$ cat src/sv/pbt_pkg.sv
// Shared constants, codes and control types for the port binding table.
package pbt_pkg;

    localparam int TABLE_ENTRIES_DEF = 32;
    localparam int HANDLE_BITS_DEF   = 10;

    localparam int OP_W     = 2;
    localparam int PORT_W   = 16;
    localparam int PROTO_W  = 2;
    localparam int STATUS_W = 2;

    localparam logic [OP_W-1:0] OP_BIND   = 2'd0;
    localparam logic [OP_W-1:0] OP_UNBIND = 2'd1;
    localparam logic [OP_W-1:0] OP_LOOKUP = 2'd2;

    localparam logic [PROTO_W-1:0] PROTO_ANY  = 2'd0;
    localparam logic [PROTO_W-1:0] PROTO_UDP  = 2'd1;
    localparam logic [PROTO_W-1:0] PROTO_TCP  = 2'd2;
    localparam logic [PROTO_W-1:0] PROTO_RSVD = 2'd3;

    localparam logic [STATUS_W-1:0] ST_OK        = 2'd0;
    localparam logic [STATUS_W-1:0] ST_IN_USE    = 2'd1;
    localparam logic [STATUS_W-1:0] ST_FULL      = 2'd2;
    localparam logic [STATUS_W-1:0] ST_NOT_FOUND = 2'd3;

    typedef struct packed {
        logic load;
        logic rd_en;
        logic clr_wr;
        logic decide;
        logic wr_first;
        logic wr_second;
        logic out_load;
    } cmd_t;

    typedef struct packed {
        logic wr1;
        logic wr2;
    } sts_t;

endpackage

$ cat src/sv/pbt_req_if.sv
// Request channel: operation, port, protocol and owner handle.
interface pbt_req_if #(
    parameter int HANDLE_BITS = pbt_pkg::HANDLE_BITS_DEF
);
    logic                        valid;
    logic                        ready;
    logic [pbt_pkg::OP_W-1:0]    operation;
    logic [pbt_pkg::PORT_W-1:0]  port_number;
    logic [pbt_pkg::PROTO_W-1:0] protocol;
    logic [HANDLE_BITS-1:0]      owner_handle;

    modport source (output valid, operation, port_number, protocol, owner_handle,
                    input ready);
    modport sink   (input valid, operation, port_number, protocol, owner_handle,
                    output ready);
endinterface

$ cat src/sv/pbt_rsp_if.sv
// Response channel: status, matched handle and matched protocol.
interface pbt_rsp_if #(
    parameter int HANDLE_BITS = pbt_pkg::HANDLE_BITS_DEF
);
    logic                         valid;
    logic                         ready;
    logic [pbt_pkg::STATUS_W-1:0] status;
    logic [HANDLE_BITS-1:0]       found_handle;
    logic [pbt_pkg::PROTO_W-1:0]  found_protocol;

    modport source (output valid, status, found_handle, found_protocol, input ready);
    modport sink   (input valid, status, found_handle, found_protocol, output ready);
endinterface

$ cat src/sv/pbt_ram.sv
// Generic single-write, single-read RAM with registered read data.
module pbt_ram #(
    parameter int WIDTH = 8,
    parameter int DEPTH = 32,
    localparam int AW   = (DEPTH > 1) ? $clog2(DEPTH) : 1
) (
    input  logic             clk,
    input  logic             we,
    input  logic [AW-1:0]    waddr,
    input  logic [WIDTH-1:0] wdata,
    input  logic             re,
    input  logic [AW-1:0]    raddr,
    output logic [WIDTH-1:0] rdata
);
    logic [WIDTH-1:0] mem [DEPTH];
    logic [WIDTH-1:0] rdata_reg;

    always_ff @(posedge clk)
    begin
        if (we)
        begin
            mem[waddr] <= wdata;
        end
        if (re)
        begin
            rdata_reg <= mem[raddr];
        end
    end

    assign rdata = rdata_reg;
endmodule

$ cat src/sv/pbt_ctrl.sv
// Controller: clearing pass, table scan, decision, write-back and output sequencing.
module pbt_ctrl #(
    parameter int TABLE_ENTRIES = pbt_pkg::TABLE_ENTRIES_DEF,
    localparam int IDX_W        = $clog2(TABLE_ENTRIES)
) (
    input  logic                clk,
    input  logic                rst_n,
    input  logic                req_valid,
    output logic                req_ready,
    input  logic                rsp_ready,
    output logic                rsp_valid,
    input  pbt_pkg::sts_t       sts,
    output pbt_pkg::cmd_t       cmd,
    output logic [IDX_W-1:0]    idx
);
    localparam logic [2:0] S_CLEAR  = 3'd0;
    localparam logic [2:0] S_IDLE   = 3'd1;
    localparam logic [2:0] S_SCAN   = 3'd2;
    localparam logic [2:0] S_LAST   = 3'd3;
    localparam logic [2:0] S_DECIDE = 3'd4;
    localparam logic [2:0] S_WR1    = 3'd5;
    localparam logic [2:0] S_WR2    = 3'd6;
    localparam logic [2:0] S_DONE   = 3'd7;

    localparam logic [IDX_W-1:0] LAST_IDX = IDX_W'(TABLE_ENTRIES - 1);

    logic [2:0]       state_reg, state_next;
    logic [IDX_W-1:0] cnt_reg, cnt_next;
    logic             out_valid_reg, out_valid_next;
    logic             last;

    assign last = (cnt_reg == LAST_IDX);

    always_comb
    begin
        cmd        = '0;
        state_next = state_reg;
        cnt_next   = cnt_reg;
        req_ready  = 1'b0;
        case (state_reg)
            S_CLEAR:
            begin
                cmd.clr_wr = 1'b1;
                if (last)
                begin
                    cnt_next   = '0;
                    state_next = S_IDLE;
                end
                else
                begin
                    cnt_next = cnt_reg + 1'b1;
                end
            end
            S_IDLE:
            begin
                req_ready = 1'b1;
                if (req_valid)
                begin
                    cmd.load   = 1'b1;
                    cnt_next   = '0;
                    state_next = S_SCAN;
                end
            end
            S_SCAN:
            begin
                cmd.rd_en = 1'b1;
                if (last)
                begin
                    state_next = S_LAST;
                end
                else
                begin
                    cnt_next = cnt_reg + 1'b1;
                end
            end
            S_LAST:
            begin
                state_next = S_DECIDE;
            end
            S_DECIDE:
            begin
                cmd.decide = 1'b1;
                state_next = S_WR1;
            end
            S_WR1:
            begin
                cmd.wr_first = sts.wr1;
                state_next   = sts.wr2 ? S_WR2 : S_DONE;
            end
            S_WR2:
            begin
                cmd.wr_second = 1'b1;
                state_next    = S_DONE;
            end
            S_DONE:
            begin
                if (!out_valid_reg || rsp_ready)
                begin
                    cmd.out_load = 1'b1;
                    state_next   = S_IDLE;
                end
            end
            default:
            begin
                state_next = S_IDLE;
            end
        endcase
    end

    assign out_valid_next = (out_valid_reg & ~rsp_ready) | cmd.out_load;

    always_ff @(posedge clk or negedge rst_n)
    begin
        if (!rst_n)
        begin
            state_reg     <= S_CLEAR;
            cnt_reg       <= '0;
            out_valid_reg <= 1'b0;
        end
        else
        begin
            state_reg     <= state_next;
            cnt_reg       <= cnt_next;
            out_valid_reg <= out_valid_next;
        end
    end

    assign rsp_valid = out_valid_reg;
    assign idx       = cnt_reg;
endmodule

$ cat src/sv/pbt_dp.sv
// Datapath: request capture, scan accumulation, result decision and table writes.
module pbt_dp #(
    parameter int TABLE_ENTRIES = pbt_pkg::TABLE_ENTRIES_DEF,
    parameter int HANDLE_BITS   = pbt_pkg::HANDLE_BITS_DEF,
    localparam int IDX_W        = $clog2(TABLE_ENTRIES),
    localparam int WORD_W       = 2 + pbt_pkg::PORT_W + pbt_pkg::PROTO_W + HANDLE_BITS
) (
    input  logic                         clk,
    input  logic                         rst_n,
    input  pbt_pkg::cmd_t                cmd,
    input  logic [IDX_W-1:0]             idx,
    output pbt_pkg::sts_t                sts,
    input  logic [pbt_pkg::OP_W-1:0]     operation,
    input  logic [pbt_pkg::PORT_W-1:0]   port_number,
    input  logic [pbt_pkg::PROTO_W-1:0]  protocol,
    input  logic [HANDLE_BITS-1:0]       owner_handle,
    output logic [pbt_pkg::STATUS_W-1:0] status,
    output logic [HANDLE_BITS-1:0]       found_handle,
    output logic [pbt_pkg::PROTO_W-1:0]  found_protocol,
    output logic                         ram_we,
    output logic [IDX_W-1:0]             ram_waddr,
    output logic [WORD_W-1:0]            ram_wdata,
    output logic                         ram_re,
    output logic [IDX_W-1:0]             ram_raddr,
    input  logic [WORD_W-1:0]            ram_rdata
);
    localparam int PW        = pbt_pkg::PORT_W;
    localparam int RW        = pbt_pkg::PROTO_W;
    localparam int PROTO_LO  = HANDLE_BITS;
    localparam int PORT_LO   = PROTO_LO + RW;
    localparam int LATER_BIT = PORT_LO + PW;
    localparam int VALID_BIT = LATER_BIT + 1;

    // Request captured at transfer.
    logic [pbt_pkg::OP_W-1:0] op_reg;
    logic [PW-1:0]            port_reg;
    logic [RW-1:0]            proto_reg;
    logic [HANDLE_BITS-1:0]   owner_reg;

    // Read pipeline and scan accumulators: up to two entries share a port.
    logic                   rd_vld_reg;
    logic [IDX_W-1:0]       rd_idx_reg;
    logic                   a_found_reg, b_found_reg, free_found_reg;
    logic [IDX_W-1:0]       a_idx_reg, b_idx_reg, free_idx_reg;
    logic                   a_later_reg, b_later_reg;
    logic [RW-1:0]          a_proto_reg, b_proto_reg;
    logic [HANDLE_BITS-1:0] a_owner_reg, b_owner_reg;

    // Decision results and planned writes.
    logic [pbt_pkg::STATUS_W-1:0] res_status_reg, res_status_next;
    logic [HANDLE_BITS-1:0]       res_handle_reg, res_handle_next;
    logic [RW-1:0]                res_proto_reg, res_proto_next;
    logic                         wr1_reg, wr1_next, wr2_reg, wr2_next;
    logic [IDX_W-1:0]             wr1_addr_reg, wr1_addr_next, wr2_addr_reg, wr2_addr_next;
    logic [WORD_W-1:0]            wr1_data_reg, wr1_data_next, wr2_data_reg, wr2_data_next;

    logic [pbt_pkg::STATUS_W-1:0] out_status_reg;
    logic [HANDLE_BITS-1:0]       out_handle_reg;
    logic [RW-1:0]                out_proto_reg;

    logic        e_valid, e_later, e_port_hit;
    logic [RW-1:0] e_proto;
    logic        ma, mb, sel_b, hit;
    logic [RW-1:0] in_proto;

    function automatic logic proto_match(input logic [pbt_pkg::OP_W-1:0] op,
                                         input logic [RW-1:0] want,
                                         input logic [RW-1:0] have);
        logic r;
        r = 1'b0;
        case (op)
            pbt_pkg::OP_BIND:
                r = (want == pbt_pkg::PROTO_ANY) || (have == pbt_pkg::PROTO_ANY) ||
                    (have == want);
            pbt_pkg::OP_UNBIND:
                r = (have == want);
            pbt_pkg::OP_LOOKUP:
                r = (want == pbt_pkg::PROTO_ANY) || (have == want);
            default:
                r = 1'b0;
        endcase
        return r;
    endfunction

    assign in_proto = (protocol == pbt_pkg::PROTO_RSVD) ? pbt_pkg::PROTO_ANY : protocol;

    assign e_valid    = ram_rdata[VALID_BIT];
    assign e_later    = ram_rdata[LATER_BIT];
    assign e_port_hit = (ram_rdata[PORT_LO +: PW] == port_reg);
    assign e_proto    = ram_rdata[PROTO_LO +: RW];

    assign ma    = a_found_reg && proto_match(op_reg, proto_reg, a_proto_reg);
    assign mb    = b_found_reg && proto_match(op_reg, proto_reg, b_proto_reg);
    assign sel_b = mb && (!ma || (a_later_reg && !b_later_reg));
    assign hit   = ma || mb;

    always_comb
    begin
        res_status_next = pbt_pkg::ST_OK;
        res_handle_next = '0;
        res_proto_next  = '0;
        wr1_next        = 1'b0;
        wr2_next        = 1'b0;
        wr1_addr_next   = sel_b ? b_idx_reg : a_idx_reg;
        wr2_addr_next   = sel_b ? a_idx_reg : b_idx_reg;
        wr1_data_next   = '0;
        wr2_data_next   = {1'b1, 1'b0, port_reg,
                           sel_b ? a_proto_reg : b_proto_reg,
                           sel_b ? a_owner_reg : b_owner_reg};
        case (op_reg)
            pbt_pkg::OP_BIND:
            begin
                if (hit)
                begin
                    res_status_next = pbt_pkg::ST_IN_USE;
                    res_handle_next = sel_b ? b_owner_reg : a_owner_reg;
                    res_proto_next  = sel_b ? b_proto_reg : a_proto_reg;
                end
                else if (!free_found_reg)
                begin
                    res_status_next = pbt_pkg::ST_FULL;
                end
                else
                begin
                    wr1_next      = 1'b1;
                    wr1_addr_next = free_idx_reg;
                    wr1_data_next = {1'b1, a_found_reg, port_reg, proto_reg, owner_reg};
                end
            end
            pbt_pkg::OP_UNBIND:
            begin
                if (hit)
                begin
                    res_handle_next = sel_b ? b_owner_reg : a_owner_reg;
                    res_proto_next  = sel_b ? b_proto_reg : a_proto_reg;
                    wr1_next        = 1'b1;
                    wr2_next        = sel_b ? a_found_reg : b_found_reg;
                end
                else
                begin
                    res_status_next = pbt_pkg::ST_NOT_FOUND;
                end
            end
            pbt_pkg::OP_LOOKUP:
            begin
                if (hit)
                begin
                    res_handle_next = sel_b ? b_owner_reg : a_owner_reg;
                    res_proto_next  = sel_b ? b_proto_reg : a_proto_reg;
                end
                else
                begin
                    res_status_next = pbt_pkg::ST_NOT_FOUND;
                end
            end
            default:
            begin
                res_status_next = pbt_pkg::ST_OK;
            end
        endcase
    end

    always_ff @(posedge clk or negedge rst_n)
    begin
        if (!rst_n)
        begin
            rd_vld_reg     <= 1'b0;
            a_found_reg    <= 1'b0;
            b_found_reg    <= 1'b0;
            free_found_reg <= 1'b0;
            wr1_reg        <= 1'b0;
            wr2_reg        <= 1'b0;
        end
        else
        begin
            rd_vld_reg <= cmd.rd_en;
            if (cmd.load)
            begin
                a_found_reg    <= 1'b0;
                b_found_reg    <= 1'b0;
                free_found_reg <= 1'b0;
            end
            else if (rd_vld_reg)
            begin
                if (!e_valid)
                begin
                    if (!free_found_reg)
                    begin
                        free_found_reg <= 1'b1;
                    end
                end
                else if (e_port_hit)
                begin
                    if (!a_found_reg)
                    begin
                        a_found_reg <= 1'b1;
                    end
                    else if (!b_found_reg)
                    begin
                        b_found_reg <= 1'b1;
                    end
                end
            end
            if (cmd.decide)
            begin
                wr1_reg <= wr1_next;
                wr2_reg <= wr2_next;
            end
        end
    end

    always_ff @(posedge clk)
    begin
        rd_idx_reg <= idx;
        if (cmd.load)
        begin
            op_reg    <= operation;
            port_reg  <= port_number;
            proto_reg <= in_proto;
            owner_reg <= owner_handle;
        end
        if (rd_vld_reg && !cmd.load)
        begin
            if (!e_valid && !free_found_reg)
            begin
                free_idx_reg <= rd_idx_reg;
            end
            if (e_valid && e_port_hit && !a_found_reg)
            begin
                a_idx_reg   <= rd_idx_reg;
                a_later_reg <= e_later;
                a_proto_reg <= e_proto;
                a_owner_reg <= ram_rdata[HANDLE_BITS-1:0];
            end
            if (e_valid && e_port_hit && a_found_reg && !b_found_reg)
            begin
                b_idx_reg   <= rd_idx_reg;
                b_later_reg <= e_later;
                b_proto_reg <= e_proto;
                b_owner_reg <= ram_rdata[HANDLE_BITS-1:0];
            end
        end
        if (cmd.decide)
        begin
            res_status_reg <= res_status_next;
            res_handle_reg <= res_handle_next;
            res_proto_reg  <= res_proto_next;
            wr1_addr_reg   <= wr1_addr_next;
            wr1_data_reg   <= wr1_data_next;
            wr2_addr_reg   <= wr2_addr_next;
            wr2_data_reg   <= wr2_data_next;
        end
        if (cmd.out_load)
        begin
            out_status_reg <= res_status_reg;
            out_handle_reg <= res_handle_reg;
            out_proto_reg  <= res_proto_reg;
        end
    end

    always_comb
    begin
        ram_we    = 1'b0;
        ram_waddr = idx;
        ram_wdata = '0;
        if (cmd.clr_wr)
        begin
            ram_we = 1'b1;
        end
        else if (cmd.wr_first)
        begin
            ram_we    = 1'b1;
            ram_waddr = wr1_addr_reg;
            ram_wdata = wr1_data_reg;
        end
        else if (cmd.wr_second)
        begin
            ram_we    = 1'b1;
            ram_waddr = wr2_addr_reg;
            ram_wdata = wr2_data_reg;
        end
    end

    assign ram_re    = cmd.rd_en;
    assign ram_raddr = idx;

    assign sts.wr1 = wr1_reg;
    assign sts.wr2 = wr2_reg;

    assign status         = out_status_reg;
    assign found_handle   = out_handle_reg;
    assign found_protocol = out_proto_reg;
endmodule

$ cat src/sv/port_binding_table.sv
// Top level of the port binding table: controller, datapath and entry RAM.
//
// A request on req carries an operation (bind, unbind, lookup), a port
// number, a protocol (any, UDP, TCP) and an owner handle. Each request
// yields exactly one response on rsp with a status, the matched owner
// handle and the matched protocol.
// Requests are handled one at a time. Each one scans every table entry
// through the single read port of the entry RAM, one entry per cycle, and
// then applies up to two writes. The response becomes valid once the
// scan, the decision and the writes are done, and req is ready again in
// the same cycle, so a new request is taken only after the previous
// result has been loaded into the output register.
// After reset the block writes every entry invalid, one per cycle, and req
// is not ready until every entry is cleared. The response sits in an output
// register; a new request may be taken while it waits, and when the
// receiver stalls, the next result is held until the register is free.
module port_binding_table #(
    parameter int TABLE_ENTRIES = pbt_pkg::TABLE_ENTRIES_DEF,
    parameter int HANDLE_BITS   = pbt_pkg::HANDLE_BITS_DEF
) (
    input logic      clk,
    input logic      rst_n,
    pbt_req_if.sink  req,
    pbt_rsp_if.source rsp
);
    localparam int IDX_W  = $clog2(TABLE_ENTRIES);
    localparam int WORD_W = 2 + pbt_pkg::PORT_W + pbt_pkg::PROTO_W + HANDLE_BITS;

    pbt_pkg::cmd_t     cmd;
    pbt_pkg::sts_t     sts;
    logic [IDX_W-1:0]  idx;
    logic              ram_we, ram_re;
    logic [IDX_W-1:0]  ram_waddr, ram_raddr;
    logic [WORD_W-1:0] ram_wdata, ram_rdata;

    pbt_ctrl #(
        .TABLE_ENTRIES (TABLE_ENTRIES)
    ) u_ctrl (
        .clk       (clk),
        .rst_n     (rst_n),
        .req_valid (req.valid),
        .req_ready (req.ready),
        .rsp_ready (rsp.ready),
        .rsp_valid (rsp.valid),
        .sts       (sts),
        .cmd       (cmd),
        .idx       (idx)
    );

    pbt_dp #(
        .TABLE_ENTRIES (TABLE_ENTRIES),
        .HANDLE_BITS   (HANDLE_BITS)
    ) u_dp (
        .clk            (clk),
        .rst_n          (rst_n),
        .cmd            (cmd),
        .idx            (idx),
        .sts            (sts),
        .operation      (req.operation),
        .port_number    (req.port_number),
        .protocol       (req.protocol),
        .owner_handle   (req.owner_handle),
        .status         (rsp.status),
        .found_handle   (rsp.found_handle),
        .found_protocol (rsp.found_protocol),
        .ram_we         (ram_we),
        .ram_waddr      (ram_waddr),
        .ram_wdata      (ram_wdata),
        .ram_re         (ram_re),
        .ram_raddr      (ram_raddr),
        .ram_rdata      (ram_rdata)
    );

    pbt_ram #(
        .WIDTH (WORD_W),
        .DEPTH (TABLE_ENTRIES)
    ) u_ram (
        .clk   (clk),
        .we    (ram_we),
        .waddr (ram_waddr),
        .wdata (ram_wdata),
        .re    (ram_re),
        .raddr (ram_raddr),
        .rdata (ram_rdata)
    );
endmodule

$ cat src/flat_wrapper.sv
// flat-port wrapper written by rule: the top's interface ports become plain ports
module port_binding_table_flat 
#(
    parameter int TABLE_ENTRIES = pbt_pkg::TABLE_ENTRIES_DEF,
    parameter int HANDLE_BITS   = pbt_pkg::HANDLE_BITS_DEF
)
  (clk, rst_n, req_valid, req_operation, req_port_number, req_protocol, req_owner_handle, req_ready, rsp_valid, rsp_status, rsp_found_handle, rsp_found_protocol, rsp_ready);
  pbt_req_if #(.HANDLE_BITS(HANDLE_BITS)) req_i ();
  pbt_rsp_if #(.HANDLE_BITS(HANDLE_BITS)) rsp_i ();
  input logic clk;
  input logic rst_n;
  input wire logic [$bits(req_i.valid)-1:0] req_valid;
  input wire logic [$bits(req_i.operation)-1:0] req_operation;
  input wire logic [$bits(req_i.port_number)-1:0] req_port_number;
  input wire logic [$bits(req_i.protocol)-1:0] req_protocol;
  input wire logic [$bits(req_i.owner_handle)-1:0] req_owner_handle;
  output wire logic [$bits(req_i.ready)-1:0] req_ready;
  output wire logic [$bits(rsp_i.valid)-1:0] rsp_valid;
  output wire logic [$bits(rsp_i.status)-1:0] rsp_status;
  output wire logic [$bits(rsp_i.found_handle)-1:0] rsp_found_handle;
  output wire logic [$bits(rsp_i.found_protocol)-1:0] rsp_found_protocol;
  input wire logic [$bits(rsp_i.ready)-1:0] rsp_ready;
  assign req_i.valid = req_valid;
  assign req_i.operation = req_operation;
  assign req_i.port_number = req_port_number;
  assign req_i.protocol = req_protocol;
  assign req_i.owner_handle = req_owner_handle;
  assign req_ready = req_i.ready;
  assign rsp_valid = rsp_i.valid;
  assign rsp_status = rsp_i.status;
  assign rsp_found_handle = rsp_i.found_handle;
  assign rsp_found_protocol = rsp_i.found_protocol;
  assign rsp_i.ready = rsp_ready;
  port_binding_table #(.TABLE_ENTRIES(TABLE_ENTRIES), .HANDLE_BITS(HANDLE_BITS)) u_core (.clk(clk), .rst_n(rst_n), .req(req_i), .rsp(rsp_i));
endmodule
$ cat config.mk
export PLATFORM = sky130hd
export DESIGN_NAME = port_binding_table_flat
export DESIGN_NICKNAME = d
export VERILOG_FILES = /design/src/sv/pbt_pkg.sv /design/src/sv/pbt_req_if.sv /design/src/sv/pbt_rsp_if.sv /design/src/sv/pbt_ram.sv /design/src/sv/pbt_ctrl.sv /design/src/sv/pbt_dp.sv /design/src/sv/port_binding_table.sv /design/src/flat_wrapper.sv
export SDC_FILE = /design/constraint.sdc
export NUM_CORES = 1
export LEC_CHECK = 0
export BUFFER_PORTS_ARGS = -buffer_cell sky130_fd_sc_hd__buf_2
export CELL_PAD_IN_SITES_DETAIL_PLACEMENT = 1
export CELL_PAD_IN_SITES_GLOBAL_PLACEMENT = 1
export CORE_MARGIN = 3
export CORE_UTILIZATION = 50
export CTS_CLUSTER_SIZE = 24
export DETAILED_ROUTE_END_ITERATION = 7
export PLACE_DENSITY_LB_ADDON = 0.1
export REMOVE_ABC_BUFFERS = 1
export SKIP_LAST_GASP = 1
export SYNTH_ARGS = -nofsm -noshare
export SYNTH_HDL_FRONTEND = slang
export SYNTH_SLANG_ARGS = --single-unit
export TNS_END_PERCENT = 10
$ cat constraint.sdc
create_clock -name clk -period 15.4 [get_ports clk]
set_clock_uncertainty 0.2 [all_clocks]
set_input_delay 0.77 -clock clk [delete_from_list [all_inputs] [get_ports clk]]
set_output_delay 0.77 -clock clk [all_outputs]
set_load 0.03 [all_outputs]
# Word-level counts from Yosys, hierarchy flattened
# Memories as Yosys holds them, arrays and structs flattened. A register that Yosys moved wholly into a read port is not among the register bits.
# Index checks and enable logic that the tools add are counted.
# word_totals
regBits	187
ramBits	960
inputBits	34
memories	1
# memory_table
name	words	width	read_ports	rd_ports_with_merged_regs	wr	line	source
u_core.u_ram.mem	32	30	1	1	1	pbt_ram.sv:15	logic [WIDTH-1:0] mem [DEPTH];
# op_classes
addsub	1
eq_ne	20
n_mux	66
bitwise	5
reduce_logical	50
# op_table
operator	n
30-bit two-way mux	4
5-bit two-way mux	11
1-bit two-way mux	34
3-bit case mux with 8 select lines	1
10-bit two-way mux	2
16-bit equality test	1
5-bit case mux with 3 select lines	1
3-bit equality test (second input constant)	4
3-bit two-way mux	4
1-bit logical AND	10
2-bit two-way mux	5
2-bit inequality test (second input constant)	5
2-bit AND reduction	5
1-bit logical OR	9
1-bit logical NOT	8
2-bit logical NOT	4
4-bit AND reduction	2
2-bit nonzero test	4
3-bit by 2-bit equality test with 1-bit output (second input constant)	2
1-bit case mux with 3 select lines	2
3-bit AND reduction	2
3-bit OR reduction	2
5-bit by 1-bit adder with 5-bit output (second input constant)	1
5-bit equality test (second input constant)	1
13 further kinds	18

# Logic depth before layout (Yosys ltp)
# depth
depth_word	12
depth_mapped	9
mapped_depth_nobuf	7

# By module
# Synthesis repeated with hierarchy kept, for this count alone.
# unflattened
hier_cells	2596
hier_area_um2	45915.3
# modules_own_cells
mod	n_inst	cells_per_inst	area_each_um2
pbt_ram	1	2122	38359.3
pbt_dp	1	414	7001.7
pbt_ctrl	1	60	554.3

# Least setup slack after synthesis
# No wires, ideal clock.
# synth_path
path_kind	register to register
from	reg u_core.u_ctrl.state_reg[1]
to	reg u_core.u_dp.wr2_reg
setup_ns	0.082
t_arrival_ns	4.776
t_required_ns	15.118
setup_slack_ns	10.341
path_stages_with_launch	4
n_path_buf	1
synth_period_minus_slack_ns	5.059
cell_sequence	dfrtp_1 -> clkbuf_1 -> nor2_1 -> mux2_2
# synth_via
elab_chain_len	2
# synth_rtl
element	line	source
start, declared	pbt_ctrl.sv:27	logic [2:0] state_reg, state_next;
start signal, assigned	pbt_ctrl.sv:122	state_reg <= state_next;
3-bit equality test	pbt_ctrl.sv:40	case (state_reg)
1-bit two-way mux	pbt_ctrl.sv:40	
end signal, assigned	pbt_dp.sv:207	wr2_reg <= wr2_next;
end, declared	pbt_dp.sv:53	logic wr1_reg, wr1_next, wr2_reg, wr2_next;
# No other way between the ends.
# A chain may end at the register's enable or synchronous reset.

==> out/qor.csv <==
metric,value,unit
worst skew pair latency,720,ps
Placed Cells,3437,
"area leader, netlist",edfxtp_1,
f_max,188.1,MHz
Synth Area in Simple Gates,2.927,%
final WL,123700,µm
Post-Synthesis Cells,2290,
CP Data Arrival Time,5580,ps
CTS tree,yes,
Initial DRC Count,2562,
final hold vios,0,
share of layout cells above drive strength 1,21.41,%
vias in the first global route,24620,
mapped cell area,45350,µm²
Adder-Cell Fraction of Synth Area,0.1931,%
Clock Sinks,1177,
vias,23480,
Via density,6.368,
Placer Congestion,0.7433,
postcts setup bufs,0,
Worst VDD drop,0.0001056,V
#FFs+latches synth,1177,
Crit-path slowest cell,buf_4,
crit-path max FO,56,
wire per inst,33.55,µm
Die W,307.2,µm
Post-Synth XOR/XNOR Area,0.3862,%
gr ovfl total,0,
height of the die,307.2,µm
Final Net Count,2468,
post-synth cell types,60,
row cnt,109,
"EDFF count, synth",1157,
Synth area leaders,"edfxtp_1 77%, mux4_2 7.4%, mux2i_1 3.5%",
post-DP HPWL,61810,µm
area grow syn2layout,13.52,%
asr flop ratio synth,1.274,%
design area,51490,µm²
residual DRC count,0,
minimum clock period,5318,ps
Tot GR Track Use,26.54,%
global-route wire length before repair,176900,µm
"Req. time, crit path",15670,ps
RSZ-0062 raised after global routing,false,
Avg Inst Size Synth,19.81,µm²
largest net degree at the start of global routing,59,
post-route antenna net violation count,0,
Finish-stage setup viols,0,
Initial Util,50.85,%
max reg flops,960,
most common cell in the netlist,edfxtp_1,
Die ar.,94360,µm²
clk root buf,clkbuf_16,
Compound-Gate Fraction of Synth Area,5.095,%
Max-Cap Viols,0,
ys flop type,edfxtp_1,
Slew @ Worst Pin,1351,ps
post-route insts no fill,3687,
Yosys Warn Count,0,
drt pass-1 iters,5,
Pins Over Slew Limit,0,
PD cells,184.0,nW/µm²
antenna violations before repair,0,
critical path capture point type,flip-flop,
top cell type's share of synthesized area,76.61,%
Clock Path Buffers,3,
H-tree Lvls,4,
period utilization,34.53,%
Worst-path clk slew,60,ps
Num CTS Buffers,130,
proportion of synthesized area in mux cells,12.40,%
setup TNS,0,ps
Placed Area,47240,µm²
Port Buffers,49,
"slowest stage delay, CP",920,ps
number of top-level pins,50,
core area,89190,µm²
Util after Layout,57.73,%
Post-synth top cells,"1157 x edfxtp_1, 159 x mux2i_1, 150 x mux4_2",
largest family of logic cells by synthesized area,multiplexers,
Crit path top cell by count,buf_4,
normalized max-slew margin,9.962,%
crit path cell chain,"buf_4, buf_4, buf_4, mux4_2, o22ai_1, a211oi_1, a31o_2",
outcome,finished clean,
worst hold path class,input port to flip-flop,
"Seq/Total Area, Yosys",77.65,%
Static Leakage,0.01668,µW
WS Path Type,flip-flop to flip-flop,
n_diodes,0,
Critical Path Source Type,flip-flop,
## layout make-up
type / count / area (µm²)
Tap cell: 1165 / 1458
Timing Repair Buffer: 132 / 925.9
Clock inverter: 61 / 518.0
Fill cell: 7624 / 37710
Multi-Input combinational cell: 978 / 9824
Clock buffer: 166 / 3495
Inverter: 8 / 31.28
Sequential cell: 1177 / 35240
## metrics by stage
stage	setup WS, ps	hold WS [ps]	power (µW)
floorplan	2033	200.3	6203
global placement	10110	206.1	6486
detailed placement	10030	209.3	6573
CTS	9985	1.419	9551
global route	9729	15.80	9856
finish	10080	52.60	9474
## cell families (layout without fill, tap and decap cells)
| group | Yosys count | after routing |
|---|---|---|
| AO/OA/AOI/OAI | 305 | 305 |
| XOR/XNOR | 20 | 20 |
| adder cells (fa/ha/maj) | 7 | 7 |
| buffers and inverters | 135 | 367 |
| flip-flops | 1177 | 1177 |
| multiplexers | 367 | 367 |
| AND/OR/NAND/NOR | 279 | 279 |
## placed cells by master (no fill, tap or decap), types with 10 or more instances in the layout
cell / n
edfxtp_1: 1157
mux2i_1: 159
mux4_2: 150
clkbuf_16: 135
nand2_1: 83
o221ai_1: 71
buf_4: 60
buf_2: 49
mux2_2: 45
o22ai_1: 43
nor2_1: 41
o21ai_0: 38
nor2_4: 33
and2_1: 31
a22o_1: 31
clkbuf_1: 31
nand3_1: 30
a211oi_1: 30
clkinv_1: 30
dlygate4sd3_1: 23
and3_1: 20
o22a_1: 19
a21oi_1: 17
clkinv_2: 16
xor2_1: 15
a31o_2: 14
a21o_1: 13
mux2_1: 13
dfrtp_1: 10
## power breakdown
part / leakage (µW) / internal, µW / switching [µW] / total [µW]
clock: 0.00196 / 1750 / 1210 / 2960
combinational: 0.00383 / 802 / 1430 / 2230
sequential: 0.0109 / 4130 / 153 / 4280
## final timing paths
path                                                    start                          end  slack [ps]  cells after the start
worst max-delay path                     u_core.u_ctrl.idx[0]       u_core.u_ram.rdata[27]       10080                      7
worst max register to register           u_core.u_ctrl.idx[0]       u_core.u_ram.rdata[27]       10080                      7
worst min-delay path                      req_owner_handle[6]     u_core.u_dp.owner_reg[6]          50                      1
max in group asynchronous                               rst_n         u_core.u_ctrl.idx[0]       14330                      2
worst min register to register  u_core.u_dp.res_handle_reg[6]  u_core.u_dp.found_handle[6]         220                      0
min in group asynchronous                               rst_n      u_core.u_dp.b_found_reg         320                      2
## critical path, delay by kind of cell (launching register included)
family	cells	cell delay [ps]
flip-flops	1	890
buffers and inverters	3	2660
multiplexers	1	640
AO/OA/AOI/OAI	3	530
## per-layer routing
metal	GRT usage, %	routed length, µm
met1	36.81	51020
met2	42.68	59470
met3	5.440	9613
met4	8.674	3605
met5	0	0
## what timing repair did
item / CTS / global route
hold buffers: 23 / 0
resized for setup: 0 / 0
hold endpoints to repair: 37 / 0
Note: power is estimated with default switching activity, not from simulation.
